[src/rtl/wdps_pkg.sv]
// shared types, constants and codes for the waveform deframer with pedestal subtraction
`timescale 1ns / 1ps

package wdps_pkg;

    localparam int MAX_WINDOW   = 64;
    localparam int HEADER_LEN   = 8;
    localparam int HDR_BYTES    = HEADER_LEN * 4;

    localparam int HDR_SIZE    = 0;
    localparam int HDR_BOARD   = 1;
    localparam int HDR_CHANNEL = 3;
    localparam int HDR_EVENT   = 4;

    localparam int WORD_W  = 32;
    localparam int COUNT_W = 30;
    localparam int CFG_IDX_W = 1;
    localparam int CFG_W   = 32;
    localparam int TDATA_W = 224;

    localparam logic [6:0] WINDOW_RESET = 7'd16;

    localparam logic [CFG_IDX_W-1:0] REG_WINDOW = 1'b0;
    localparam logic [CFG_IDX_W-1:0] REG_TARGET = 1'b1;

    localparam logic [1:0] KIND_HEADER = 2'd0;
    localparam logic [1:0] KIND_SAMPLE = 2'd1;
    localparam logic [1:0] KIND_ERROR  = 2'd2;

    localparam logic [1:0] ERR_NONE  = 2'd0;
    localparam logic [1:0] ERR_SHORT = 2'd1;
    localparam logic [1:0] ERR_ALIGN = 2'd2;

    typedef enum logic [2:0] {
        ST_IDLE,
        ST_DIVGO,
        ST_DIV,
        ST_READ,
        ST_EMIT
    } state_t;

    typedef struct packed {
        logic take;
        logic div_start;
        logic ped_load;
        logic rd_en;
        logic burst_emit;
    } cmd_t;

    typedef struct packed {
        logic out_free;
        logic emit_now;
        logic need_div;
        logic div_done;
        logic burst_last;
    } sts_t;

endpackage

[src/rtl/wdps_div.sv]
// restoring divider, one quotient bit per cycle
`timescale 1ns / 1ps

module wdps_div #(
    parameter int DIV_W = 39,
    parameter int DEN_W = 7
) (
    input  logic             clk,
    input  logic             rst_n,
    input  logic             start,
    input  logic [DIV_W-1:0] dividend,
    input  logic [DEN_W-1:0] divisor,
    output logic             done,
    output logic [DIV_W-1:0] quotient
);

    localparam int CNT_W = $clog2(DIV_W + 1);

    logic [CNT_W-1:0] cnt_reg, cnt_next;
    logic             busy_reg, busy_next;
    logic             done_reg, done_next;
    logic [DEN_W-1:0] rem_reg, rem_next;
    logic [DIV_W-1:0] quo_reg, quo_next;
    logic [DEN_W-1:0] den_reg;
    logic [DEN_W:0]   trial;
    logic [DEN_W:0]   diff;
    logic             ge;

    always_comb
    begin
        trial = {rem_reg, quo_reg[DIV_W-1]};
        diff  = trial - {1'b0, den_reg};
        ge    = trial >= {1'b0, den_reg};
        cnt_next  = cnt_reg;
        busy_next = busy_reg;
        done_next = 1'b0;
        rem_next  = rem_reg;
        quo_next  = quo_reg;
        if (start)
        begin
            cnt_next  = CNT_W'(DIV_W);
            busy_next = 1'b1;
            rem_next  = '0;
            quo_next  = dividend;
        end
        else if (busy_reg)
        begin
            rem_next = ge ? diff[DEN_W-1:0] : trial[DEN_W-1:0];
            quo_next = {quo_reg[DIV_W-2:0], ge};
            cnt_next = cnt_reg - 1'b1;
            if (cnt_reg == CNT_W'(1))
            begin
                busy_next = 1'b0;
                done_next = 1'b1;
            end
        end
    end

    always_ff @(posedge clk or negedge rst_n)
    begin
        if (!rst_n)
        begin
            cnt_reg  <= '0;
            busy_reg <= 1'b0;
            done_reg <= 1'b0;
        end
        else
        begin
            cnt_reg  <= cnt_next;
            busy_reg <= busy_next;
            done_reg <= done_next;
        end
    end

    always_ff @(posedge clk)
    begin
        rem_reg <= rem_next;
        quo_reg <= quo_next;
        if (start)
        begin
            den_reg <= divisor;
        end
    end

    assign done     = done_reg;
    assign quotient = quo_reg;

endmodule

[src/rtl/wdps_datapath.sv]
// header parsing, window buffer, pedestal divider and result register
`timescale 1ns / 1ps

module wdps_datapath #(
    parameter int MAX_WINDOW = wdps_pkg::MAX_WINDOW
) (
    input  logic                               clk,
    input  logic                               rst_n,
    input  logic                               cfg_we,
    input  logic [wdps_pkg::CFG_IDX_W-1:0]     cfg_index,
    input  logic [wdps_pkg::CFG_W-1:0]         cfg_data,
    input  logic [wdps_pkg::WORD_W-1:0]        s_tdata,
    input  logic                               m_tready,
    output logic                               m_tvalid,
    output logic [wdps_pkg::TDATA_W-1:0]       m_tdata,
    output logic [1:0]                         m_tuser,
    output logic                               m_tlast,
    input  wdps_pkg::cmd_t                     cmd,
    output wdps_pkg::sts_t                     sts
);

    localparam int WIN_W  = $clog2(MAX_WINDOW + 1);
    localparam int ADDR_W = (MAX_WINDOW > 1) ? $clog2(MAX_WINDOW) : 1;
    localparam int SUM_W  = 33 + $clog2(MAX_WINDOW);
    localparam int CW     = wdps_pkg::COUNT_W;

    // configuration
    logic [6:0]  window_reg;
    logic [31:0] target_reg;

    // framing and event state
    logic              in_payload_reg;
    logic [CW-1:0]     pos_reg;
    logic [31:0]       size_reg;
    logic [31:0]       board_reg;
    logic [31:0]       chan_reg;
    logic [31:0]       evt_reg;
    logic [CW-1:0]     count_reg;
    logic [WIN_W-1:0]  win_reg;
    logic [SUM_W-1:0]  sum_reg;
    logic [31:0]       ped_reg;
    logic              ped_ready_reg;
    logic [WIN_W-1:0]  k_reg;
    logic              neg_reg;

    logic [31:0] mem [MAX_WINDOW];
    logic [31:0] rdata_reg;

    // result register
    logic          out_valid_reg;
    logic [1:0]    out_kind_reg;
    logic [31:0]   out_board_reg;
    logic [31:0]   out_chan_reg;
    logic [31:0]   out_evt_reg;
    logic [CW-1:0] out_count_reg;
    logic [CW-1:0] out_idx_reg;
    logic [31:0]   out_corr_reg;
    logic [31:0]   out_ped_reg;
    logic [1:0]    out_err_reg;
    logic          out_last_reg;

    logic             hdr_last;
    logic             err_short;
    logic             err_align;
    logic [31:0]      size_minus;
    logic [CW-1:0]    cnt_new;
    logic [31:0]      w_a;
    logic [31:0]      w_b;
    logic [31:0]      w_c;
    logic [WIN_W-1:0] win_new;
    logic             win_done;
    logic             pay_end;
    logic [SUM_W-1:0] sum_add;
    logic [SUM_W-1:0] dividend;
    logic             div_done;
    logic [SUM_W-1:0] quotient;
    logic             out_free;
    logic             load_hdr;
    logic             load_smp;
    logic             load_burst;
    logic [31:0]      corr_in;
    logic [CW-1:0]    idx_in;

    function automatic logic [31:0] sat_corr(input logic [31:0] s,
                                             input logic [31:0] ped,
                                             input logic [31:0] tgt);
        logic [33:0] v;
        v = {{2{s[31]}}, s} - {{2{ped[31]}}, ped} + {{2{tgt[31]}}, tgt};
        if (v[33:31] == 3'b000 || v[33:31] == 3'b111)
        begin
            sat_corr = v[31:0];
        end
        else
        begin
            sat_corr = v[33] ? 32'h8000_0000 : 32'h7FFF_FFFF;
        end
    endfunction

    // header checks, window clamp, window and payload end tests and divider operand
    always_comb
    begin
        hdr_last   = !in_payload_reg && (pos_reg == CW'(wdps_pkg::HEADER_LEN - 1));
        err_short  = size_reg <= 32'(wdps_pkg::HDR_BYTES);
        err_align  = size_reg[1:0] != 2'b00;
        size_minus = size_reg - 32'(wdps_pkg::HDR_BYTES);
        cnt_new    = size_minus[31:2];
        w_a        = (window_reg == 7'd0) ? 32'd1 : {25'd0, window_reg};
        w_b        = (w_a > 32'(MAX_WINDOW)) ? 32'(MAX_WINDOW) : w_a;
        w_c        = (w_b > {2'b00, cnt_new}) ? {2'b00, cnt_new} : w_b;
        win_new    = w_c[WIN_W-1:0];
        win_done   = ({1'b0, pos_reg} + 1'b1) >= (CW + 1)'(win_reg);
        pay_end    = ({1'b0, pos_reg} + 1'b1) >= {1'b0, count_reg};
        sum_add    = sum_reg + {{(SUM_W - 32){s_tdata[31]}}, s_tdata};
        dividend   = sum_reg[SUM_W-1]
                   ? (SUM_W'(0) - sum_reg) + SUM_W'(win_reg) - SUM_W'(1)
                   : sum_reg;
    end

    wdps_div #(
        .DIV_W (SUM_W),
        .DEN_W (WIN_W)
    ) u_div (
        .clk      (clk),
        .rst_n    (rst_n),
        .start    (cmd.div_start),
        .dividend (dividend),
        .divisor  (win_reg),
        .done     (div_done),
        .quotient (quotient)
    );

    always_ff @(posedge clk or negedge rst_n)
    begin
        if (!rst_n)
        begin
            window_reg <= wdps_pkg::WINDOW_RESET;
            target_reg <= '0;
        end
        else if (cfg_we)
        begin
            case (cfg_index)
                wdps_pkg::REG_WINDOW: window_reg <= cfg_data[6:0];
                wdps_pkg::REG_TARGET: target_reg <= cfg_data;
                default: ;
            endcase
        end
    end

    always_ff @(posedge clk or negedge rst_n)
    begin
        if (!rst_n)
        begin
            in_payload_reg <= 1'b0;
            pos_reg        <= '0;
            size_reg       <= '0;
            board_reg      <= '0;
            chan_reg       <= '0;
            evt_reg        <= '0;
            count_reg      <= '0;
            win_reg        <= '0;
            sum_reg        <= '0;
            ped_reg        <= '0;
            ped_ready_reg  <= 1'b0;
            k_reg          <= '0;
            neg_reg        <= 1'b0;
        end
        else
        begin
            if (cmd.take)
            begin
                if (!in_payload_reg)
                begin
                    if (pos_reg == CW'(wdps_pkg::HDR_SIZE))
                    begin
                        size_reg <= s_tdata;
                    end
                    if (pos_reg == CW'(wdps_pkg::HDR_BOARD))
                    begin
                        board_reg <= s_tdata;
                    end
                    if (pos_reg == CW'(wdps_pkg::HDR_CHANNEL))
                    begin
                        chan_reg <= s_tdata;
                    end
                    if (pos_reg == CW'(wdps_pkg::HDR_EVENT))
                    begin
                        evt_reg <= s_tdata;
                    end
                    if (hdr_last)
                    begin
                        pos_reg <= '0;
                        if (!err_short && !err_align)
                        begin
                            count_reg      <= cnt_new;
                            win_reg        <= win_new;
                            sum_reg        <= '0;
                            ped_reg        <= '0;
                            ped_ready_reg  <= 1'b0;
                            in_payload_reg <= 1'b1;
                        end
                    end
                    else
                    begin
                        pos_reg <= pos_reg + 1'b1;
                    end
                end
                else
                begin
                    if (!ped_ready_reg)
                    begin
                        sum_reg <= sum_add;
                    end
                    if (pay_end)
                    begin
                        pos_reg        <= '0;
                        in_payload_reg <= 1'b0;
                    end
                    else
                    begin
                        pos_reg <= pos_reg + 1'b1;
                    end
                end
            end
            if (cmd.div_start)
            begin
                neg_reg <= sum_reg[SUM_W-1];
            end
            if (cmd.ped_load)
            begin
                ped_reg       <= neg_reg ? (32'd0 - quotient[31:0]) : quotient[31:0];
                ped_ready_reg <= 1'b1;
                k_reg         <= '0;
            end
            if (cmd.burst_emit)
            begin
                k_reg <= k_reg + 1'b1;
            end
        end
    end

    // window sample buffer
    always_ff @(posedge clk)
    begin
        if (cmd.take && in_payload_reg && !ped_ready_reg)
        begin
            mem[pos_reg[ADDR_W-1:0]] <= s_tdata;
        end
        if (cmd.rd_en)
        begin
            rdata_reg <= mem[k_reg[ADDR_W-1:0]];
        end
    end

    always_comb
    begin
        out_free   = !out_valid_reg || m_tready;
        load_hdr   = cmd.take && hdr_last;
        load_smp   = cmd.take && in_payload_reg && ped_ready_reg;
        load_burst = cmd.burst_emit;
        corr_in    = sat_corr(load_burst ? rdata_reg : s_tdata, ped_reg, target_reg);
        idx_in     = load_burst ? CW'(k_reg) : pos_reg;
    end

    always_ff @(posedge clk or negedge rst_n)
    begin
        if (!rst_n)
        begin
            out_valid_reg <= 1'b0;
        end
        else if (load_hdr || load_smp || load_burst)
        begin
            out_valid_reg <= 1'b1;
        end
        else if (m_tready)
        begin
            out_valid_reg <= 1'b0;
        end
    end

    always_ff @(posedge clk)
    begin
        if (load_hdr)
        begin
            out_board_reg <= board_reg;
            out_chan_reg  <= chan_reg;
            out_evt_reg   <= evt_reg;
            out_idx_reg   <= '0;
            out_corr_reg  <= '0;
            out_ped_reg   <= '0;
            out_last_reg  <= 1'b1;
            if (err_short)
            begin
                out_kind_reg  <= wdps_pkg::KIND_ERROR;
                out_count_reg <= '0;
                out_err_reg   <= wdps_pkg::ERR_SHORT;
            end
            else if (err_align)
            begin
                out_kind_reg  <= wdps_pkg::KIND_ERROR;
                out_count_reg <= '0;
                out_err_reg   <= wdps_pkg::ERR_ALIGN;
            end
            else
            begin
                out_kind_reg  <= wdps_pkg::KIND_HEADER;
                out_count_reg <= cnt_new;
                out_err_reg   <= wdps_pkg::ERR_NONE;
            end
        end
        else if (load_smp || load_burst)
        begin
            out_kind_reg  <= wdps_pkg::KIND_SAMPLE;
            out_board_reg <= board_reg;
            out_chan_reg  <= chan_reg;
            out_evt_reg   <= evt_reg;
            out_count_reg <= count_reg;
            out_idx_reg   <= idx_in;
            out_corr_reg  <= corr_in;
            out_ped_reg   <= ped_reg;
            out_err_reg   <= wdps_pkg::ERR_NONE;
            out_last_reg  <= load_burst
                           ? (({1'b0, k_reg} + 1'b1) == {1'b0, win_reg})
                           : 1'b1;
        end
    end

    always_comb
    begin
        sts.out_free   = out_free;
        sts.emit_now   = hdr_last || (in_payload_reg && ped_ready_reg);
        sts.need_div   = in_payload_reg && !ped_ready_reg && win_done;
        sts.div_done   = div_done;
        sts.burst_last = ({1'b0, k_reg} + 1'b1) == {1'b0, win_reg};
    end

    assign m_tvalid = out_valid_reg;
    assign m_tuser  = out_kind_reg;
    assign m_tlast  = out_last_reg;
    assign m_tdata  = {2'b00, out_err_reg, out_ped_reg, out_corr_reg, out_idx_reg,
                       out_count_reg, out_evt_reg, out_chan_reg, out_board_reg};

    a_load_free: assert property (@(posedge clk) disable iff (!rst_n)
        (load_hdr || load_smp || load_burst) |-> out_free)
        else $error("result register overwritten while occupied");

    a_err_code: assert property (@(posedge clk) disable iff (!rst_n)
        (m_tvalid && m_tuser == wdps_pkg::KIND_ERROR) |-> (out_err_reg != wdps_pkg::ERR_NONE))
        else $error("framing error result without error code");

    a_burst: assert property (@(posedge clk) disable iff (!rst_n)
        cmd.burst_emit |-> (ped_ready_reg && k_reg < win_reg))
        else $error("window replay outside of window");

    a_div: assert property (@(posedge clk) disable iff (!rst_n)
        cmd.div_start |-> (!ped_ready_reg && win_reg != '0))
        else $error("pedestal division started without a pending window");

endmodule

[src/rtl/wdps_ctrl.sv]
// controller state machine for request intake, pedestal division and window replay
`timescale 1ns / 1ps

module wdps_ctrl (
    input  logic            clk,
    input  logic            rst_n,
    input  logic            s_tvalid,
    output logic            s_tready,
    input  wdps_pkg::sts_t  sts,
    output wdps_pkg::cmd_t  cmd
);

    wdps_pkg::state_t state_reg, state_next;

    always_ff @(posedge clk or negedge rst_n)
    begin
        if (!rst_n)
        begin
            state_reg <= wdps_pkg::ST_IDLE;
        end
        else
        begin
            state_reg <= state_next;
        end
    end

    always_comb
    begin
        state_next = state_reg;
        cmd        = '0;
        s_tready   = 1'b0;
        case (state_reg)
            wdps_pkg::ST_IDLE:
            begin
                s_tready = sts.out_free || !sts.emit_now;
                if (s_tvalid && s_tready)
                begin
                    cmd.take = 1'b1;
                    if (sts.need_div)
                    begin
                        state_next = wdps_pkg::ST_DIVGO;
                    end
                end
            end
            wdps_pkg::ST_DIVGO:
            begin
                cmd.div_start = 1'b1;
                state_next    = wdps_pkg::ST_DIV;
            end
            wdps_pkg::ST_DIV:
            begin
                if (sts.div_done)
                begin
                    cmd.ped_load = 1'b1;
                    state_next   = wdps_pkg::ST_READ;
                end
            end
            wdps_pkg::ST_READ:
            begin
                cmd.rd_en  = 1'b1;
                state_next = wdps_pkg::ST_EMIT;
            end
            wdps_pkg::ST_EMIT:
            begin
                if (sts.out_free)
                begin
                    cmd.burst_emit = 1'b1;
                    state_next     = sts.burst_last ? wdps_pkg::ST_IDLE : wdps_pkg::ST_READ;
                end
            end
            default:
            begin
                state_next = wdps_pkg::ST_IDLE;
            end
        endcase
    end

endmodule

[src/rtl/waveform_deframe_pedestal_subtract.sv]
// top level of the digitizer event deframer with pedestal subtraction
`timescale 1ns / 1ps

// One 32-bit stream word is taken per cycle while the block is in its intake
// state, unless the word makes a result while the output register is still
// occupied. When the last window sample of an event arrives, intake pauses for
// the pedestal: the divider is launched and produces one quotient bit per
// cycle, the pedestal is loaded, then each window sample is read back from the
// window buffer and corrected, waiting while the output register is occupied.
// Results leave through a single output register; a word that makes no
// result is taken even while a result waits there. tdata carries, from bit 0:
// board_id, channel_id, event_counter, sample_count, sample_index,
// corrected_sample, pedestal_value, error_code and two zero bits; tuser holds
// result_kind and tlast marks the final result caused by one input word.
module waveform_deframe_pedestal_subtract #(
    parameter int MAX_WINDOW = wdps_pkg::MAX_WINDOW
) (
    input  logic                             clk,
    input  logic                             rst_n,
    input  logic                             cfg_we,
    input  logic [wdps_pkg::CFG_IDX_W-1:0]   cfg_index,
    input  logic [wdps_pkg::CFG_W-1:0]       cfg_data,
    input  logic                             s_tvalid,
    output logic                             s_tready,
    input  logic [wdps_pkg::WORD_W-1:0]      s_tdata,   // stream_word
    output logic                             m_tvalid,
    input  logic                             m_tready,
    // board_id, channel_id, event_counter, sample_count, sample_index,
    // corrected_sample, pedestal_value, error_code, zero padding
    output logic [wdps_pkg::TDATA_W-1:0]     m_tdata,
    output logic [1:0]                       m_tuser,   // result_kind
    output logic                             m_tlast
);

    wdps_pkg::cmd_t cmd;
    wdps_pkg::sts_t sts;

    wdps_ctrl u_ctrl (
        .clk      (clk),
        .rst_n    (rst_n),
        .s_tvalid (s_tvalid),
        .s_tready (s_tready),
        .sts      (sts),
        .cmd      (cmd)
    );

    wdps_datapath #(
        .MAX_WINDOW (MAX_WINDOW)
    ) u_datapath (
        .clk       (clk),
        .rst_n     (rst_n),
        .cfg_we    (cfg_we),
        .cfg_index (cfg_index),
        .cfg_data  (cfg_data),
        .s_tdata   (s_tdata),
        .m_tready  (m_tready),
        .m_tvalid  (m_tvalid),
        .m_tdata   (m_tdata),
        .m_tuser   (m_tuser),
        .m_tlast   (m_tlast),
        .cmd       (cmd),
        .sts       (sts)
    );

endmodule

[config.mk]
export PLATFORM = sky130hd
export DESIGN_NAME = waveform_deframe_pedestal_subtract
export DESIGN_NICKNAME = d
export VERILOG_FILES = /design/src/rtl/wdps_pkg.sv /design/src/rtl/wdps_div.sv /design/src/rtl/wdps_datapath.sv /design/src/rtl/wdps_ctrl.sv /design/src/rtl/waveform_deframe_pedestal_subtract.sv
export SDC_FILE = /design/constraint.sdc
export NUM_CORES = 2
export LEC_CHECK = 0
export BUFFER_PORTS_ARGS = -buffer_cell sky130_fd_sc_hd__buf_2
export CAP_MARGIN = 30
export CORE_ASPECT_RATIO = 1.25
export CORE_MARGIN = 3
export CORE_UTILIZATION = 24
export CTS_CLUSTER_DIAMETER = 40
export CTS_CLUSTER_SIZE = 16
export DETAILED_ROUTE_END_ITERATION = 6
export MAX_ROUTING_LAYER = met4
export PLACE_DENSITY = 0.4
export SYNTH_ARGS = -nofsm -noshare
export SYNTH_HDL_FRONTEND = slang
export SYNTH_SLANG_ARGS = --single-unit
[constraint.sdc]
create_clock -name clk -period 17.5 [get_ports clk]
set_clock_uncertainty 0.1 [all_clocks]
set_input_delay 1.75 -clock clk [delete_from_list [all_inputs] [get_ports clk]]
set_output_delay 1.75 -clock clk [all_outputs]
set_load 0.005 [all_outputs]
==> results.toml <==
[clock_tree]
cts_buffers = 442
clock_latency_ps = 990
longest_clk_path_bufs = 4
postCtsResizedCells = 0
clockRootBuffer = "sky130_fd_sc_hd__clkbuf_16"
number_of_buffers_added_to_fix_hold_violations_after_cts = 0
cts_tree = "yes"
clk_transition_reported_paths_ps = 60
cts_num_sinks = 2685
ctsHtreeMaxLevel = 5
postCtsSetupBuffers = 0

[placement]
hpwlAfterDp_um = 231400
finalWeightedCongestion = 0.8246
io_buffer_count = 296
pre_cts_slack_ps = 8763

[run]
max-cap-violations = 0

[die]
die_x_um = 614.2
start_util_pct = 24.15
io_pins = 299
core_region_area_um2 = 459500
die-height_um = 766.3
placement_rows = 278
dieArea_um2 = 470700

[finish]
final_core_util_pct = 29.77
flip_flop_count_of_the_largest_register_after_layout = 2048
flow.area_growth_from_synthesis_pct = 23.27
proportion_of_layout_cells_with_a_drive_suffix_above_1_pct = 30.22
nets = 7149

[worst_setup_path]
crit_type = "input pin to flop"
worst-endpoint-required_ps = 18260
cpMostUsedCell = "sky130_fd_sc_hd__a21oi_1"
worstSetupEndpointType = "flop"
crit_path_top_delay_cell = "sky130_fd_sc_hd__o31ai_1"
critPathBufInv = 3
worst-endpoint-arrival_ps = 8620
startpoint_type = "input pin"
critical-path-max-stage-delay_ps = 570
critPathTopFamily = "compound AO/OA/AOI/OAI gates"
critical_path_peak_fanout = 42

[global_route]
gr_ovfl_total = 0
via_count_of_the_first_global_routing_pass = 64710
pin_count_of_the_biggest_net_entering_global_routing = 162
grt_first_pass_wirelength_um = 507300
initial_antenna_violation_count = 49
globalRouteTotalUtil_pct = 15.43

[sta]
fin_crit_sh_pct = 44.87
finalHoldWorstSlack_ps = 301.2
setup_repair_after_global_routing_missed_its_margin = "no"
worst_slack_ps = 9647
max_freq_mhz = 127.3
setup_viol = 0
final-max-slew-violation-count = 0
period_minus_slack_ps = 7853
slew-limit-headroom_pct = 28.56
tightestPinTransition_ps = 1072
timing.final.hold_violations = 0
finalSetupTns_ps = 0

[route]
avgRoutedWirePerCell_um = 26.83
vias_per_cell = 4.562
drt_first_iter_violations = 5015
route.met3.wl_um = 21410
routed_wirelength_um = 361300
drc_errors = 4
via_count = 61420
detail-route-antenna-nets = 0
top_signal_layer_used = "met4"
detailroute.wirelength.met2_um = 178100
dr.pass1.iters = 7
met1Wirelength_um = 154600

[synth]
synth_xor_xnor_area_share_pct = 1.744
ys_top_cells_by_area = "sky130_fd_sc_hd__edfxtp_1, sky130_fd_sc_hd__mux4_2, sky130_fd_sc_hd__dfrtp_1"
synth_cell_types = 76
mappedNetlistArea_um2 = 111000
post_synth_and_or_nand_nor_area_fraction_pct = 4.516
synth_largest_area_cell = "sky130_fd_sc_hd__edfxtp_1"
synth.area.mux_share_pct = 15.61
synth_top_family_by_area = "multiplexers"
synthesized_area_fraction_occupied_by_ao_oa_aoi_and_oai_cells_pct = 4.269
synth_largest_type_area_fraction_pct = 61.04
synth_instances = 6289
dominantRegCellSynth = "sky130_fd_sc_hd__edfxtp_1"
yosys.cell_count.top_type = "sky130_fd_sc_hd__edfxtp_1"
syn_area_per_cell_um2 = 17.65
yosys.area_share.adder_pct = 2.007
synth_edf_count = 2256
yosysWarningCount = 0
postSynth.asyncResetShare_pct = 12.18
synth-seq-area-share_pct = 70.25
yosys-top-cells-count = "sky130_fd_sc_hd__edfxtp_1, sky130_fd_sc_hd__mux4_2, sky130_fd_sc_hd__nand2_1, sky130_fd_sc_hd__dfrtp_1, sky130_fd_sc_hd__o21ai_0"
ys_seq_elements = 2685

[worst_hold_path]
min_path_type = "flop to flop"

[run_status]
outcome = "finished with violations"
failed_checks = "DRC"

[power]
p_leak_uw = 0.04667
peakVddDrop_v = 0.0001117
fin_total_pwr_uw = 20380
pd_cells_nw_per_um2 = 148.9
report_power, final:
part	switching, µW	internal [µW]
Sequential	233	7130
Combinational	2180	1860
Clock	3280	5690
per-layer routing:
metal,track usage (%),up-vias
met5,-,-
met4,3.220,0
met3,2.698,477
met2,25.61,1814
met1,19.76,32670
li1,-,26460
cells in the final DEF, fill, tap and decap left out, types with 35 or more instances in the layout:
master | netlist | final
sky130_fd_sc_hd__a21o_1 | 77 | 77
sky130_fd_sc_hd__a21oi_1 | 241 | 239
sky130_fd_sc_hd__buf_2 | 12 | 294
sky130_fd_sc_hd__buf_4 | 2 | 187
sky130_fd_sc_hd__bufinv_16 | 0 | 58
sky130_fd_sc_hd__clkbuf_1 | 242 | 44
sky130_fd_sc_hd__clkbuf_16 | 0 | 456
sky130_fd_sc_hd__clkinv_1 | 0 | 37
sky130_fd_sc_hd__clkinv_2 | 0 | 64
sky130_fd_sc_hd__clkinv_4 | 0 | 35
sky130_fd_sc_hd__clkinvlp_4 | 0 | 45
sky130_fd_sc_hd__dfrtp_1 | 326 | 320
sky130_fd_sc_hd__dfxtp_1 | 102 | 102
sky130_fd_sc_hd__edfxtp_1 | 2256 | 2256
sky130_fd_sc_hd__ha_1 | 170 | 170
sky130_fd_sc_hd__inv_1 | 135 | 135
sky130_fd_sc_hd__inv_6 | 0 | 52
sky130_fd_sc_hd__mux2_2 | 168 | 168
sky130_fd_sc_hd__mux4_2 | 672 | 672
sky130_fd_sc_hd__nand2_1 | 442 | 439
sky130_fd_sc_hd__nand3_1 | 171 | 167
sky130_fd_sc_hd__nor2_1 | 179 | 114
sky130_fd_sc_hd__nor2_4 | 0 | 65
sky130_fd_sc_hd__o21ai_0 | 285 | 285
sky130_fd_sc_hd__xnor2_1 | 107 | 107
sky130_fd_sc_hd__xor2_1 | 114 | 114
path summary, 6_finish.rpt:
check                                         start                            to  slack, ps  depth (start not counted)
min reg2reg                u_datapath.board_reg[14]  u_datapath.out_board_reg[14]        300                          0
min in group asynchronous                     rst_n       u_datapath.chan_reg[18]        630                          1
max                                        m_tready   u_datapath.out_corr_reg[20]       9650                         28
max in group asynchronous                     rst_n        u_datapath.pos_reg[15]      14730                          4
max reg2reg                     u_ctrl.state_reg[1]   u_datapath.out_corr_reg[20]      10050                         27
min                        u_datapath.board_reg[14]  u_datapath.out_board_reg[14]        300                          0
metrics by stage:
stage / instances / cell area [µm²]
3_5_place_dp: 12620 / 121200
3_3_place_gp: 12610 / 121100
6_report: 13460 / 136800
5_1_grt: 13450 / 136800
4_1_cts: 13450 / 136700
2_1_floorplan: 6290 / 111000
layout make-up:
class | count | area [µm²]
Sequential cell | 2685 | 77990
Inverter | 135 | 506.7
Clock buffer | 508 | 11670
Tap cell | 6160 | 7707
Clock inverter | 323 | 3806
Multi-Input combinational cell | 3139 | 31810
Fill cell | 45360 | 322700
Antenna cell | 12 | 30.03
Timing Repair Buffer | 501 | 3283
cell families (layout without fill, tap and decap cells):
kind of cell,count (synthesis),in the layout
xor+xnor,221,221
fa+ha+maj,175,175
simple gates,1069,1069
compound gates,802,802
flops,2685,2685
mux,870,870
buf+inv,466,1467
other cells,1,14
(Power assumes the default switching activity.)
